[src/sv/fwid_pkg.sv]
// Shared types, widths and register codes for the field-weakening d-axis reference block.
// No dependencies; every other file of the block imports this package.
package fwid_pkg;

   // Field and datapath widths.
   localparam int SPEED_W    = 16;
   localparam int CFG_W      = 15;
   localparam int QUOT_W     = 15;
   localparam int REM_W      = 15;
   localparam int ENTRY_W    = 16;

   // Curve storage: four 64-bit rows of four 16-bit entries each.
   localparam int LANES       = 4;
   localparam int LANE_W      = 2;
   localparam int CURVE_ROWS  = 4;
   localparam int ROW_AW      = 2;
   localparam int CURVE_SLOTS = CURVE_ROWS * LANES;
   localparam int SLOT_W      = 4;

   // Register port.
   localparam int CSR_DATA_W = 64;
   localparam int CSR_ADDR_W = 6;
   localparam int REG_IDX_W  = 3;

   // Divider: quotient bits resolved per pipeline stage.
   localparam int DIV_STEP_BITS = 3;
   localparam int DIV_STAGES    = (QUOT_W + DIV_STEP_BITS - 1) / DIV_STEP_BITS;

   // Defaults for the top-level parameters and reset values.
   localparam int DEF_CURVE_ENTRIES = 16;
   localparam int DEF_FRACTION_BITS = 11;
   localparam logic [CFG_W-1:0] SPAN_RESET = CFG_W'(1);

   // Register indexes (byte address is eight times the index).
   typedef enum logic [REG_IDX_W-1:0] {
      REG_ON_SPEED    = 3'd0,
      REG_SPEED_SPAN  = 3'd1,
      REG_CURVE_0_3   = 3'd2,
      REG_CURVE_4_7   = 3'd3,
      REG_CURVE_8_11  = 3'd4,
      REG_CURVE_12_15 = 3'd5
   } reg_index_type;

   // Scalar configuration seen by the datapath.
   typedef struct packed {
      logic [CFG_W-1:0] on_speed;
      logic [CFG_W-1:0] speed_span;
   } cfg_type;

   // Write of one curve row into the lookup memory.
   typedef struct packed {
      logic                  en;
      logic [ROW_AW-1:0]     row;
      logic [CSR_DATA_W-1:0] data;
   } mem_wr_type;

   // Divider result handed to the interpolation pipeline.
   typedef struct packed {
      logic              valid;
      logic              below;
      logic [QUOT_W-1:0] quot;
   } div_out_type;

endpackage

[src/sv/field_weakening_id_reference_top.sv]
// Field-weakening d-axis current reference: speed in, interpolated curve value out.
// Pipeline: the divider contributes six register stages and the lookup and interpolation five.
// Throughput: one item per cycle; a stalled result backs up the pipeline stage by stage.
// Reset (synchronous): pipeline empty, on_speed 0, span 1, all curve entries read as 0.
// Uses fwid_pkg, fwid_csr, fwid_div and fwid_interp.
module field_weakening_id_reference_top #(
   parameter int CURVE_ENTRIES = fwid_pkg::DEF_CURVE_ENTRIES,
   parameter int FRACTION_BITS = fwid_pkg::DEF_FRACTION_BITS
) (
   input  logic                                clock,
   input  logic                                reset,
   input  logic                                req_valid,
   output logic                                req_stall,
   input  logic signed [fwid_pkg::SPEED_W-1:0] req_motor_speed,
   output logic                                rsp_valid,
   input  logic                                rsp_stall,
   output logic signed [fwid_pkg::ENTRY_W-1:0] rsp_id_reference,
   input  logic                                csr_psel,
   input  logic                                csr_penable,
   input  logic                                csr_pwrite,
   input  logic [fwid_pkg::CSR_ADDR_W-1:0]     csr_paddr,
   input  logic [fwid_pkg::CSR_DATA_W-1:0]     csr_pwdata,
   output logic [fwid_pkg::CSR_DATA_W-1:0]     csr_prdata,
   output logic                                csr_pready
);
   import fwid_pkg::*;

   cfg_type     cfg;
   mem_wr_type  mem_wr;
   div_out_type div_out;
   logic        interp_take;

   // Configuration registers and curve writes.
   fwid_csr #(
      .CURVE_ENTRIES (CURVE_ENTRIES)
   ) u_csr (
      .clock       (clock),
      .reset       (reset),
      .csr_psel    (csr_psel),
      .csr_penable (csr_penable),
      .csr_pwrite  (csr_pwrite),
      .csr_paddr   (csr_paddr),
      .csr_pwdata  (csr_pwdata),
      .csr_prdata  (csr_prdata),
      .csr_pready  (csr_pready),
      .cfg         (cfg),
      .mem_wr      (mem_wr)
   );

   // Speed excess and division by the span.
   fwid_div u_div (
      .clock           (clock),
      .reset           (reset),
      .req_valid       (req_valid),
      .req_stall       (req_stall),
      .req_motor_speed (req_motor_speed),
      .cfg             (cfg),
      .out_take        (interp_take),
      .div_out         (div_out)
   );

   // Curve lookup and interpolation.
   fwid_interp #(
      .CURVE_ENTRIES (CURVE_ENTRIES),
      .FRACTION_BITS (FRACTION_BITS)
   ) u_interp (
      .clock            (clock),
      .reset            (reset),
      .mem_wr           (mem_wr),
      .div_in           (div_out),
      .take             (interp_take),
      .rsp_valid        (rsp_valid),
      .rsp_stall        (rsp_stall),
      .rsp_id_reference (rsp_id_reference)
   );

   // The input is held off only when every stage is full and the result is stalled.
   assert property (@(posedge clock) disable iff (reset)
      req_stall |-> (rsp_valid && rsp_stall))
      else $error("input stalled while the pipeline still had room");

   // A divider result held back by the interpolation stages keeps its quotient.
   assert property (@(posedge clock) disable iff (reset)
      (div_out.valid && !interp_take) |=>
         (div_out.valid && $stable(div_out.quot) && $stable(div_out.below)))
      else $error("divider result changed while held");

   // No result appears in the cycle after reset.
   assert property (@(posedge clock)
      reset |=> !rsp_valid)
      else $error("result valid right after reset");

endmodule

[src/sv/fwid_csr.sv]
// Register port of the field-weakening block: turn-on speed, span and the curve rows.
// Depends on fwid_pkg; feeds fwid_div (configuration) and fwid_interp (curve writes).
module fwid_csr #(
   parameter int CURVE_ENTRIES = fwid_pkg::DEF_CURVE_ENTRIES
) (
   input  logic                            clock,
   input  logic                            reset,
   input  logic                            csr_psel,
   input  logic                            csr_penable,
   input  logic                            csr_pwrite,
   input  logic [fwid_pkg::CSR_ADDR_W-1:0] csr_paddr,
   input  logic [fwid_pkg::CSR_DATA_W-1:0] csr_pwdata,
   output logic [fwid_pkg::CSR_DATA_W-1:0] csr_prdata,
   output logic                            csr_pready,
   output fwid_pkg::cfg_type               cfg,
   output fwid_pkg::mem_wr_type            mem_wr
);
   import fwid_pkg::*;

   reg_index_type               reg_idx;
   logic                        wr_fire;
   logic                        is_curve;
   logic [ROW_AW-1:0]           row_sel;
   logic [CSR_DATA_W-1:0]       lane_mask;
   logic [CSR_DATA_W-1:0]       reg_value;

   logic [CFG_W-1:0]            on_speed_ff;
   logic [CFG_W-1:0]            span_ff;
   logic [CURVE_ROWS-1:0]       row_valid_ff;
   logic [CSR_DATA_W-1:0]       curve_copy [CURVE_ROWS];
   logic [CSR_DATA_W-1:0]       rd_mem_ff;
   logic                        rd_mem_sel_ff;
   logic [CSR_DATA_W-1:0]       rd_reg_ff;

   // Decode the register index from the 8-byte word address.
   assign reg_idx    = reg_index_type'(csr_paddr[CSR_ADDR_W-1 -: REG_IDX_W]);
   assign csr_pready = 1'b1;
   assign wr_fire    = csr_psel & csr_penable & csr_pwrite & csr_pready;

   always_comb begin
      is_curve  = 1'b0;
      reg_value = '0;
      unique case (reg_idx) inside
         REG_ON_SPEED: begin
            reg_value = CSR_DATA_W'(on_speed_ff);
         end
         REG_SPEED_SPAN: begin
            reg_value = CSR_DATA_W'(span_ff);
         end
         REG_CURVE_0_3, REG_CURVE_4_7, REG_CURVE_8_11, REG_CURVE_12_15: begin
            is_curve = 1'b1;
         end
         default: begin
            is_curve  = 1'b0;
            reg_value = '0;
         end
      endcase
   end

   assign row_sel = ROW_AW'(reg_idx - REG_CURVE_0_3);

   // Entries past the configured curve length are dropped on write.
   always_comb begin
      for (int k = 0; k < LANES; k++) begin
         lane_mask[k*ENTRY_W +: ENTRY_W] =
            ((int'(row_sel) * LANES + k) < CURVE_ENTRIES) ? {ENTRY_W{1'b1}} : {ENTRY_W{1'b0}};
      end
   end

   assign mem_wr.en   = wr_fire & is_curve;
   assign mem_wr.row  = row_sel;
   assign mem_wr.data = csr_pwdata & lane_mask;

   // Scalar registers and row valid bits.
   always_ff @(posedge clock) begin
      if (reset) begin
         on_speed_ff  <= '0;
         span_ff      <= SPAN_RESET;
         row_valid_ff <= '0;
      end else begin
         if (wr_fire && reg_idx == REG_ON_SPEED) begin
            on_speed_ff <= csr_pwdata[CFG_W-1:0];
         end
         if (wr_fire && reg_idx == REG_SPEED_SPAN) begin
            span_ff <= csr_pwdata[CFG_W-1:0];
         end
         if (mem_wr.en) begin
            row_valid_ff[mem_wr.row] <= 1'b1;
         end
      end
   end

   // Readback copy of the curve; read data is captured in the setup cycle.
   always_ff @(posedge clock) begin
      if (mem_wr.en) begin
         curve_copy[mem_wr.row] <= mem_wr.data;
      end
      if (csr_psel && !csr_penable) begin
         rd_mem_ff     <= curve_copy[row_sel];
         rd_mem_sel_ff <= is_curve & row_valid_ff[row_sel];
         rd_reg_ff     <= reg_value;
      end
   end

   assign csr_prdata = rd_mem_sel_ff ? rd_mem_ff : rd_reg_ff;

   assign cfg.on_speed   = on_speed_ff;
   assign cfg.speed_span = span_ff;

endmodule

[src/sv/fwid_div.sv]
// Input stage and pipelined restoring divider: speed excess over the turn-on speed divided
// by the span, a few quotient bits per stage. Depends on fwid_pkg.
module fwid_div (
   input  logic                         clock,
   input  logic                         reset,
   input  logic                         req_valid,
   output logic                         req_stall,
   input  logic signed [fwid_pkg::SPEED_W-1:0] req_motor_speed,
   input  fwid_pkg::cfg_type            cfg,
   input  logic                         out_take,
   output fwid_pkg::div_out_type        div_out
);
   import fwid_pkg::*;

   logic signed [SPEED_W:0] excess;
   logic [CFG_W-1:0]        span_eff;

   logic              v_ff     [DIV_STAGES+1];
   logic              below_ff [DIV_STAGES+1];
   logic [REM_W-1:0]  rem_ff   [DIV_STAGES+1];
   logic [QUOT_W-1:0] num_ff   [DIV_STAGES+1];
   logic [QUOT_W-1:0] quot_ff  [DIV_STAGES+1];
   logic              en       [DIV_STAGES+1];

   // A zero span behaves as one.
   assign span_eff = (cfg.speed_span == '0) ? CFG_W'(1) : cfg.speed_span;

   // Speed excess; at or below the turn-on speed the first curve entry applies.
   assign excess = $signed({req_motor_speed[SPEED_W-1], req_motor_speed})
                 - $signed({2'b00, cfg.on_speed});

   // A stage loads when it is empty or its contents move on.
   assign en[DIV_STAGES] = !v_ff[DIV_STAGES] | out_take;
   for (genvar s = 0; s < DIV_STAGES; s++) begin : g_en
      assign en[s] = !v_ff[s] | en[s+1];
   end
   assign req_stall = !en[0];

   // Input register.
   always_ff @(posedge clock) begin
      if (reset) begin
         v_ff[0] <= 1'b0;
      end else if (en[0]) begin
         v_ff[0] <= req_valid;
      end
   end

   always_ff @(posedge clock) begin
      if (en[0]) begin
         below_ff[0] <= excess[SPEED_W] | (excess == '0);
         rem_ff[0]   <= '0;
         num_ff[0]   <= excess[QUOT_W-1:0];
         quot_ff[0]  <= '0;
      end
   end

   // Divider stages, most significant quotient bit first.
   for (genvar k = 0; k < DIV_STAGES; k++) begin : g_stage
      logic [REM_W-1:0]  rem_t;
      logic [QUOT_W-1:0] num_t;
      logic [QUOT_W-1:0] quot_t;
      logic [REM_W:0]    trial;
      logic              ge;

      always_comb begin
         rem_t  = rem_ff[k];
         num_t  = num_ff[k];
         quot_t = quot_ff[k];
         trial  = '0;
         ge     = 1'b0;
         for (int j = 0; j < DIV_STEP_BITS; j++) begin
            if (k * DIV_STEP_BITS + j < QUOT_W) begin
               trial  = {rem_t, num_t[QUOT_W-1]};
               ge     = trial >= {1'b0, span_eff};
               rem_t  = ge ? REM_W'(trial - {1'b0, span_eff}) : trial[REM_W-1:0];
               num_t  = {num_t[QUOT_W-2:0], 1'b0};
               quot_t = {quot_t[QUOT_W-2:0], ge};
            end
         end
      end

      always_ff @(posedge clock) begin
         if (reset) begin
            v_ff[k+1] <= 1'b0;
         end else if (en[k+1]) begin
            v_ff[k+1] <= v_ff[k];
         end
      end

      always_ff @(posedge clock) begin
         if (en[k+1]) begin
            below_ff[k+1] <= below_ff[k];
            rem_ff[k+1]   <= rem_t;
            num_ff[k+1]   <= num_t;
            quot_ff[k+1]  <= quot_t;
         end
      end
   end

   assign div_out.valid = v_ff[DIV_STAGES];
   assign div_out.below = below_ff[DIV_STAGES];
   assign div_out.quot  = quot_ff[DIV_STAGES];

endmodule

[src/sv/fwid_interp.sv]
// Curve lookup and linear interpolation pipeline: segment select, curve memory read,
// difference, multiply by the fraction, final subtract. Depends on fwid_pkg.
module fwid_interp #(
   parameter int CURVE_ENTRIES = fwid_pkg::DEF_CURVE_ENTRIES,
   parameter int FRACTION_BITS = fwid_pkg::DEF_FRACTION_BITS
) (
   input  logic                                clock,
   input  logic                                reset,
   input  fwid_pkg::mem_wr_type                mem_wr,
   input  fwid_pkg::div_out_type               div_in,
   output logic                                take,
   output logic                                rsp_valid,
   input  logic                                rsp_stall,
   output logic signed [fwid_pkg::ENTRY_W-1:0] rsp_id_reference
);
   import fwid_pkg::*;

   localparam int ENT_W  = $clog2(CURVE_ENTRIES);
   localparam int ENT_XW = (ENT_W > SLOT_W) ? ENT_W : SLOT_W;
   localparam int DIFF_W = ENTRY_W + 1;
   localparam int PROD_W = DIFF_W + FRACTION_BITS + 1;
   localparam logic [QUOT_W-1:0] LAST_IDX = QUOT_W'(CURVE_ENTRIES - 1);
   localparam logic [ENT_W-1:0]  LAST_ENT = ENT_W'(CURVE_ENTRIES - 1);

   logic en1, en2, en3, en4, en5;
   logic v1_ff, v2_ff, v3_ff, v4_ff, v5_ff;

   // Stage 1 inputs.
   logic [QUOT_W-1:0]        idx;
   logic                     sat;
   logic                     hold;
   logic [ENT_W-1:0]         ent_a_in;
   logic [ENT_W-1:0]         ent_b_in;
   logic [FRACTION_BITS-1:0] frac_in;

   logic [ENT_W-1:0]         ent_a1_ff;
   logic [ENT_W-1:0]         ent_b1_ff;
   logic [FRACTION_BITS-1:0] frac1_ff;

   // Stage 2: memory read.
   logic [ENT_XW-1:0]        ent_ax;
   logic [ENT_XW-1:0]        ent_bx;
   logic [ROW_AW-1:0]        row_a;
   logic [ROW_AW-1:0]        row_b;
   logic                     in_range_a;
   logic                     in_range_b;
   logic [CSR_DATA_W-1:0]    curve_mem [CURVE_ROWS];
   logic [CURVE_ROWS-1:0]    row_valid_ff;

   logic [CSR_DATA_W-1:0]    rd_a2_ff;
   logic [CSR_DATA_W-1:0]    rd_b2_ff;
   logic                     ok_a2_ff;
   logic                     ok_b2_ff;
   logic [LANE_W-1:0]        lane_a2_ff;
   logic [LANE_W-1:0]        lane_b2_ff;
   logic [FRACTION_BITS-1:0] frac2_ff;

   // Stage 3: lane select and difference.
   logic signed [ENTRY_W-1:0] a_word;
   logic signed [ENTRY_W-1:0] b_word;
   logic signed [ENTRY_W-1:0] a3_ff;
   logic signed [DIFF_W-1:0]  diff3_ff;
   logic [FRACTION_BITS-1:0]  frac3_ff;

   // Stage 4: product; stage 5: output.
   logic signed [PROD_W-1:0]  prod_in;
   logic signed [PROD_W-1:0]  prod4_ff;
   logic signed [ENTRY_W-1:0] a4_ff;
   logic signed [PROD_W-1:0]  result_wide;
   logic signed [ENTRY_W-1:0] id_reference_ff;

   // Enable chain from the output register back to the divider.
   assign en5  = !v5_ff | !rsp_stall;
   assign en4  = !v4_ff | en5;
   assign en3  = !v3_ff | en4;
   assign en2  = !v2_ff | en3;
   assign en1  = !v1_ff | en2;
   assign take = en1;

   always_ff @(posedge clock) begin
      if (reset) begin
         v1_ff <= 1'b0;
         v2_ff <= 1'b0;
         v3_ff <= 1'b0;
         v4_ff <= 1'b0;
         v5_ff <= 1'b0;
      end else begin
         if (en1) begin
            v1_ff <= div_in.valid;
         end
         if (en2) begin
            v2_ff <= v1_ff;
         end
         if (en3) begin
            v3_ff <= v2_ff;
         end
         if (en4) begin
            v4_ff <= v3_ff;
         end
         if (en5) begin
            v5_ff <= v4_ff;
         end
      end
   end

   // Segment select. Below the turn-on speed and at the end of the curve the
   // fraction is forced to zero, so the same datapath returns the entry itself.
   assign idx      = div_in.quot >> FRACTION_BITS;
   assign sat      = idx >= LAST_IDX;
   assign hold     = div_in.below | sat;
   assign ent_a_in = div_in.below ? '0 : (sat ? LAST_ENT : idx[ENT_W-1:0]);
   assign ent_b_in = hold ? ent_a_in : ENT_W'(ent_a_in + ENT_W'(1));
   assign frac_in  = hold ? '0 : div_in.quot[FRACTION_BITS-1:0];

   always_ff @(posedge clock) begin
      if (en1) begin
         ent_a1_ff <= ent_a_in;
         ent_b1_ff <= ent_b_in;
         frac1_ff  <= frac_in;
      end
   end

   // Entries beyond the stored rows read as zero.
   assign ent_ax     = ENT_XW'(ent_a1_ff);
   assign ent_bx     = ENT_XW'(ent_b1_ff);
   assign row_a      = ent_ax[SLOT_W-1 -: ROW_AW];
   assign row_b      = ent_bx[SLOT_W-1 -: ROW_AW];
   assign in_range_a = (ent_ax >> SLOT_W) == '0;
   assign in_range_b = (ent_bx >> SLOT_W) == '0;

   // Rows never written since reset read as zero.
   always_ff @(posedge clock) begin
      if (reset) begin
         row_valid_ff <= '0;
      end else if (mem_wr.en) begin
         row_valid_ff[mem_wr.row] <= 1'b1;
      end
   end

   // Curve memory: one write port, two registered read ports.
   always_ff @(posedge clock) begin
      if (mem_wr.en) begin
         curve_mem[mem_wr.row] <= mem_wr.data;
      end
      if (en2) begin
         rd_a2_ff   <= curve_mem[row_a];
         rd_b2_ff   <= curve_mem[row_b];
         ok_a2_ff   <= in_range_a & row_valid_ff[row_a];
         ok_b2_ff   <= in_range_b & row_valid_ff[row_b];
         lane_a2_ff <= ent_ax[LANE_W-1:0];
         lane_b2_ff <= ent_bx[LANE_W-1:0];
         frac2_ff   <= frac1_ff;
      end
   end

   // Pick the entries out of their rows and form the segment difference.
   assign a_word = ok_a2_ff ? $signed(rd_a2_ff[{lane_a2_ff, 4'd0} +: ENTRY_W]) : '0;
   assign b_word = ok_b2_ff ? $signed(rd_b2_ff[{lane_b2_ff, 4'd0} +: ENTRY_W]) : '0;

   always_ff @(posedge clock) begin
      if (en3) begin
         a3_ff    <= a_word;
         diff3_ff <= DIFF_W'(a_word) - DIFF_W'(b_word);
         frac3_ff <= frac2_ff;
      end
   end

   // Difference times fraction.
   assign prod_in = PROD_W'(diff3_ff) * $signed({1'b0, frac3_ff});

   always_ff @(posedge clock) begin
      if (en4) begin
         prod4_ff <= prod_in;
         a4_ff    <= a3_ff;
      end
   end

   // Arithmetic shift floors the step; the result lies between the two entries.
   assign result_wide = PROD_W'(a4_ff) - (prod4_ff >>> FRACTION_BITS);

   always_ff @(posedge clock) begin
      if (en5) begin
         id_reference_ff <= result_wide[ENTRY_W-1:0];
      end
   end

   assign rsp_valid        = v5_ff;
   assign rsp_id_reference = id_reference_ff;

endmodule

[config.mk]
export PLATFORM = sky130hd
export DESIGN_NAME = field_weakening_id_reference_top
export DESIGN_NICKNAME = d
export VERILOG_FILES = /design/src/sv/fwid_pkg.sv /design/src/sv/field_weakening_id_reference_top.sv /design/src/sv/fwid_csr.sv /design/src/sv/fwid_div.sv /design/src/sv/fwid_interp.sv
export SDC_FILE = /design/constraint.sdc
export NUM_CORES = 2
export LEC_CHECK = 0
export BUFFER_PORTS_ARGS = -buffer_cell sky130_fd_sc_hd__buf_2
export CAP_MARGIN = 40
export CORE_UTILIZATION = 65
export DETAILED_ROUTE_END_ITERATION = 8
export PLACE_DENSITY_LB_ADDON = 0.3
export SLEW_MARGIN = 0
export SYNTH_ARGS = -nofsm -noshare
export SYNTH_HDL_FRONTEND = slang
export SYNTH_SLANG_ARGS = --single-unit
[constraint.sdc]
create_clock -name clock -period 16.15 [get_ports clock]
set_input_delay 0.8075 -clock clock [delete_from_list [all_inputs] [get_ports clock]]
set_output_delay 0.8075 -clock clock [all_outputs]
set_load 0.005 [all_outputs]
== Word-level counts from Yosys, hierarchy flattened ==
Memories as Yosys holds them, arrays and structs flattened. A register that Yosys moved wholly into a read port is not among the register bits.
Index checks and enable logic that the tools add are counted.

* Bits in registers: 247
* Memory bits (writable): 794
* Bits of input ports: 93
* Output and inout port bits: 83
* Word-level logic and storage cells: 205
* Memories kept: 7

* Add/sub/neg operators: 23
* $mul: 1
* Magnitude comparators: 24
* Equality and inequality tests: 5
* Shift operators: 2
* Muxes and demuxes: 70
* Bitwise gates (word level): 26
* Reduce and logical (&&, ||, !) cells: 22

{| class="wikitable"
|+ Memory list
! name !! depth !! bits a word !! read ports !! clocked after memory_dff !! write ports !! line !! text
|-
| u_csr.curve_copy || 4 || 64 || 1 || 1 || 1 || fwid_csr.sv:30 || <nowiki>logic [CSR_DATA_W-1:0] curve_copy [CURVE_ROWS];</nowiki>
|-
| u_interp.curve_mem || 4 || 64 || 2 || 2 || 1 || fwid_interp.sv:47 || <nowiki>logic [CSR_DATA_W-1:0] curve_mem [CURVE_ROWS];</nowiki>
|-
| u_div.num_ff || 6 || 15 || 5 || 0 || 6 || fwid_div.sv:21 || <nowiki>logic [QUOT_W-1:0] num_ff [DIV_STAGES+1];</nowiki>
|-
| u_div.quot_ff || 6 || 15 || 6 || 0 || 6 || fwid_div.sv:22 || <nowiki>logic [QUOT_W-1:0] quot_ff [DIV_STAGES+1];</nowiki>
|-
| u_div.rem_ff || 6 || 15 || 5 || 0 || 6 || fwid_div.sv:20 || <nowiki>logic [REM_W-1:0] rem_ff [DIV_STAGES+1];</nowiki>
|-
| u_div.below_ff || 6 || 1 || 6 || 0 || 6 || fwid_div.sv:19 || <nowiki>logic below_ff [DIV_STAGES+1];</nowiki>
|-
| +1 memories || n/a || n/a || n/a || n/a || n/a || n/a ||
|}

{| class="wikitable"
|+ Operator list
! cell !! count
|-
| 16-bit by 15-bit greater-or-equal comparator with 1-bit output || 15
|-
| 15-bit two-way mux || 16
|-
| 15-bit subtractor || 15
|-
| 64-bit by 7-bit variable part select with 16-bit output || 2
|-
| 32-bit by 6-bit < comparator with 1-bit output, second input constant || 3
|-
| 16-bit two-way mux || 6
|-
| 64-bit bitwise AND || 1
|-
| 64-bit two-way mux || 1
|-
| 1-bit two-way mux || 39
|-
| 16-bit by 16-bit subtractor with 17-bit output || 2
|-
| 15-bit one-hot mux with 2 select lines || 1
|-
| 17-bit by 12-bit multiplier with 27-bit output || 1
|-
| 1-bit OR || 19
|-
| 17-bit logical NOT || 1
|-
| 16-bit subtractor || 1
|-
| 15-bit logical NOT || 1
|-
| 1-bit logical NOT || 14
|-
| 4-bit two-way mux || 3
|-
| 4-bit by 2-bit adder with 5-bit output, second input constant || 2
|-
| 2-bit by 3-bit < comparator with 1-bit output, second input constant || 3
|-
| 4-bit OR || 2
|-
| 1-bit binary-select mux with 2-bit select || 3
|-
| 3-bit by 2-bit equality test with 1-bit output, second input constant || 2
|-
| 3-bit equality test, second input constant || 2
|-
| 12 further kinds || 18
|}

== Logic depth before layout (Yosys ltp) ==
* Word-level depth: 16
* Gate-level depth with buffers: 42
* Mapped depth without buffers: 36

== Cells and area by module ==
Synthesis repeated with hierarchy kept, for this count alone.

* Cells, all modules: 4,383
* Area total of the unflattened synthesis: 59,344.4 um2

{| class="wikitable"
|+ Modules (own cells, without submodules)
! module !! times used !! cells an instance !! area each (um2) !! sequential area each (um2)
|-
| fwid_interp || 1 || 1,751 || 27,537.7 || 15,554.9
|-
| fwid_div || 1 || 1,902 || 17,459.2 || 4,864.7
|-
| fwid_csr || 1 || 730 || 14,347.5 || 10,770.3
|}

== Least setup slack after synthesis ==
No wires, ideal clock.

* Path type: reg-to-reg
* Start point: register u_csr.span_ff[6]
* End point: memory u_div.rem_ff[2][7] (data pin)
* Setup time: 0.261 ns
* Arrival: 8.816 ns
* Required time: 15.889 ns
* Setup slack: 7.073 ns
* Stages on the path, launching flop included: 41
* Path buffers: 6
* Clock period less this slack: 9.077 ns
* Cell sequence: dfxtp_1 > nor4_1 > nand4_2 > o21bai_1 > ha_1 > inv_1 > fa_1 > a211oi_1 > o211a_1 > nor3_2 > nor3_1 > or2_1 > buf_4 > inv_2 > buf_2 > a21oi_1 > inv_1 > fa_1 > [... 5 more ...] > a211oi_1 > and2_1 > buf_4 > inv_1 > buf_2 > mux2_2 > ha_1 > o21ai_0 > a21oi_1 > o41a_1 > o41ai_2 > a21o_1 > and2_1 > clkbuf_1 > nand4_1 > o21a_1 > buf_4 > a221o_1

{| class="wikitable"
|+ RTL lines
! element !! line !! text
|-
| start, declared || fwid_csr.sv:28 || <nowiki>logic [CFG_W-1:0] span_ff;</nowiki>
|-
| start signal, assigned || fwid_csr.sv:85 || <nowiki>span_ff <= csr_pwdata[CFG_W-1:0];</nowiki>
|-
| end, declared || fwid_div.sv:20 ||
|}

==> run_results.csv <==
group,metric,value,unit
timing,max_slew.worst_pin.slew,0.874,ns
routing,drc,0,
routing,viasPerCell,6.74,
setup_path,r2r_end,"u_div.rem_ff[2][12]",
timing,layout_setup_ws,5.00,ns
cts,clk_latency,0.66,ns
floorplan,rows,102,
setup_path,crit_start,"u_csr.span_ff[7]",
synthesis,synth_top_cells_by_count,"edfxtp_1, inv_1, ha_1",
grt,antenna_found_initial,19,
floorplan,die_w,282,um
floorplan,die_height,282,um
cts,cts_tree,"done",
grt,grtUsageMet2,57.4,%
grt,grt_pass1_vias,35600,
floorplan,core,77600,um2
synthesis,yosysTopAreaCell,"edfxtp_1",
synthesis,yosys_warnings,0,
timing,hold_violations,0,
place,io_buffers,171,
cts,cts_inserted_buffers,82,
synthesis,synth_most_common_cell,"edfxtp_1",
final_layout,fin_nets,4863,
timing,drv_slew,0,
setup_path,crit_cells,35,
setup_path,crit_path_end_kind,"flop",
synthesis,syn_avg_cell_area,12.4,um2
status,status,"completed",
routing,drt-wirelength-per-cell,26.1,um
place,post_dp_cell_area,53200,um2
place,dp.cells,5235,
floorplan,die-area,79600,um2
cts,clkTransAtPathRegs,0.07,ns
synthesis,syn_nets,4695,
floorplan,ios,176,
synthesis,async_reset_ff_share,0,%
synthesis,syn-cell-area,51000,um2
place,gp_congestion,0.949,
routing,vias,36400,
routing,ant_nets,0,
grt,grtUsageMet1,45.8,%
final_layout,fillers,4887,
timing,post-route-period-util,69.0,%
synthesis,synth_area_leaders,"edfxtp_1, mux4_2, ha_1",
grt,grtUsageTotal,35.7,%
timing,setup_violations,0,
worst_hold_path,hp-class,"input port to flop",
setup_path,worst_ep_arrival_time,11.52,ns
worst_hold_path,hold_path_depth,1,
setup_path,critical-path-top-delay-family,"compound AO/OA/AOI/OAI gates",
setup_path,cp_slowest_cell,"inv_1",
synthesis,netlist_instances,4111,
setup_path,cp.required,16.52,ns
grt,busiest_layer,"met2",
grt,grt_max_degree,60,
final_layout,final_cells,5399,
timing,finalCriticalPeriod,11.15,ns
routing,routed_wl,141000,um
cts,postCtsHoldBufs,0,
cts,htreeDepth,3,
setup_path,crit_type,"flop to flop",
cts,cts_root_buffer,"clkbuf_16",
place,hpwlAfterDp,93800,um
place,pre_cts_ws,5.41,ns
synthesis,yosysTopAreaCellShare,44.4,%
routing,drtIter0Drc,4333,
setup_path,cp_max_fo,22,
setup_path,ff2ff_path_depth,35,
grt,globalRouteMet3Util,7.79,%
setup_path,crit_buf_inv,5,
synthesis,synth-edff-count,754,
run,max_cap_viol_count,0,
setup_path,r2r_slack,5.00,ns
floorplan,initial_core_util,65.8,%
cts,post-cts-setup-buffers,0,
synthesis,yosys_most_used_dff,"edfxtp_1",
timing,rsz0062_at_grt,"false",
timing,slew_headroom,41.7,%
synthesis,netlist-cell-type-count,97,
routing,drt_pre_antenna_iters,8,
final_layout,area_growth,10.1,%
setup_path,crit_end,"u_div.rem_ff[2][12]",
setup_path,r2r_start,"u_csr.span_ff[7]",
synthesis,synth_seq_cells,797,
grt,gr-total-overflow,0,
cts,cts.sinks,797,
grt,grt_pass1_wl,212000,um
final_layout,postLayoutCellArea,56200,um2
cts,post_cts_resized,0,
final_layout,final_layout_size_suffix_gt1_share,16.8,%
timing,fmax,89.7,MHz
timing,timing.setup.tns,0,ns
setup_path,startpoint_type,"flop",
synthesis,synth_seq_area_share,46.1,%
timing,fin_worst_skew,0.0420,ns
setup_path,max_stage_delay,0.65,ns
cts,clock_path_buffers,3,
## placed cells by master, fill, tap and decap left out, drive strengths merged, types with 27 or more instances in the layout
cell type  instances
nand3             56
and2             193
nor3              78
a21o              41
mux4             224
clkinv            29
dfxtp             43
nand4             33
fa               177
a21oi            199
buf              231
edfxtp           754
xor2              42
inv              382
xnor2            136
mux2i             48
a211oi            27
nand2            306
ha               314
o21ai            118
and3              28
clkbuf           100
nand2b            28
or3               27
nor2             253
nor2b             41
mux2              85
o21a              47
## worst reg2reg max path: cells and delay by family, from the launching register on
family | cells | cell delay (ns)
AO/OA/AOI/OAI | 16 | 4.34
AND/OR/NAND/NOR | 9 | 2.91
buffers and inverters | 5 | 1.43
multiplexers | 1 | 0.42
flip-flops | 1 | 0.36
adder cells (fa/ha/maj) | 4 | 1.41
## routing by layer
metal  part of all wire (%)  up-vias
li1                       -    15500
met4                    5.9        8
met2                     47     2564
met1                     35    17700
met5                  0.037        -
met3                     11      523
## registers in the layout, indices dropped and copies added (netlist names), 15 cells and up
register and flops:
u_interp.curve_mem 256, u_csr.rd_mem_ff 64, u_interp.rd_a2_ff 64, u_interp.rd_b2_ff 64, u_div.rem_ff 60, u_div.num_ff 45
u_div.quot_ff 45, u_interp.diff3_ff 17, u_interp.a3_ff 16, u_interp.a4_ff 16, u_interp.prod4_ff 16, u_interp.rsp_id_reference 16
u_csr.on_speed_ff 15, u_csr.rd_reg_ff 15, u_csr.span_ff 15
## metrics by stage
step / hold WS, ns / utilization (%)
6_report: 0.370 / 72.4
5_1_grt: 0.357 / 72.4
4_1_cts: 0.339 / 72.3
3_5_place_dp: 0.405 / 68.6
3_3_place_gp: 0.401 / 68.3
2_1_floorplan: 0.400 / -
## logic make-up (layout without fill, tap and decap cells)
| logic type | count (synthesis) | in the layout | synth area share (%) |
|---|---|---|---|
| buffers and inverters | 525 | 760 | 3.98 |
| other | 1 | 14 | 0.00735 |
| adder cells (fa/ha/maj) | 491 | 491 | 14.6 |
| multiplexers | 357 | 357 | 12.8 |
| XOR/XNOR | 178 | 178 | 3.06 |
| AND/OR/NAND/NOR | 1108 | 1108 | 10.7 |
| flip-flops | 797 | 797 | 46.1 |
| AO/OA/AOI/OAI | 654 | 654 | 8.72 |
## layout make-up
class                      count  area (um2)  share of cell area [%]
antenna                       13        32.5                  0.0579
clock buffer                 100        2180                    3.88
clock inverter                51         732                    1.30
inverter                     378        1420                    2.54
multi-input combinational   2789       25600                    45.5
sequential                   797       23500                    41.8
tap                         1040        1300                    2.32
timing repair buffer         231        1440                    2.56
## how the worst min path moves through the flow
stage                          from                   endpoint  slack [ns]
2_1_floorplan     u_div.below_ff[0]          u_div.below_ff[1]        0.40
3_3_place_gp   u_interp.frac2_ff[2]       u_interp.frac3_ff[2]        0.40
3_5_place_dp     u_div.num_ff[0][1]         u_div.num_ff[1][4]        0.40
4_1_cts              csr_pwdata[57]  u_interp.curve_mem[2][57]        0.34
5_1_grt              csr_pwdata[29]  u_interp.curve_mem[0][29]        0.36
6_report             csr_pwdata[30]  u_interp.curve_mem[2][30]        0.37
Power is left out: the tool's default activity adds up to more than one toggle a clock period on the data nets, which glitch-free logic cannot reach.
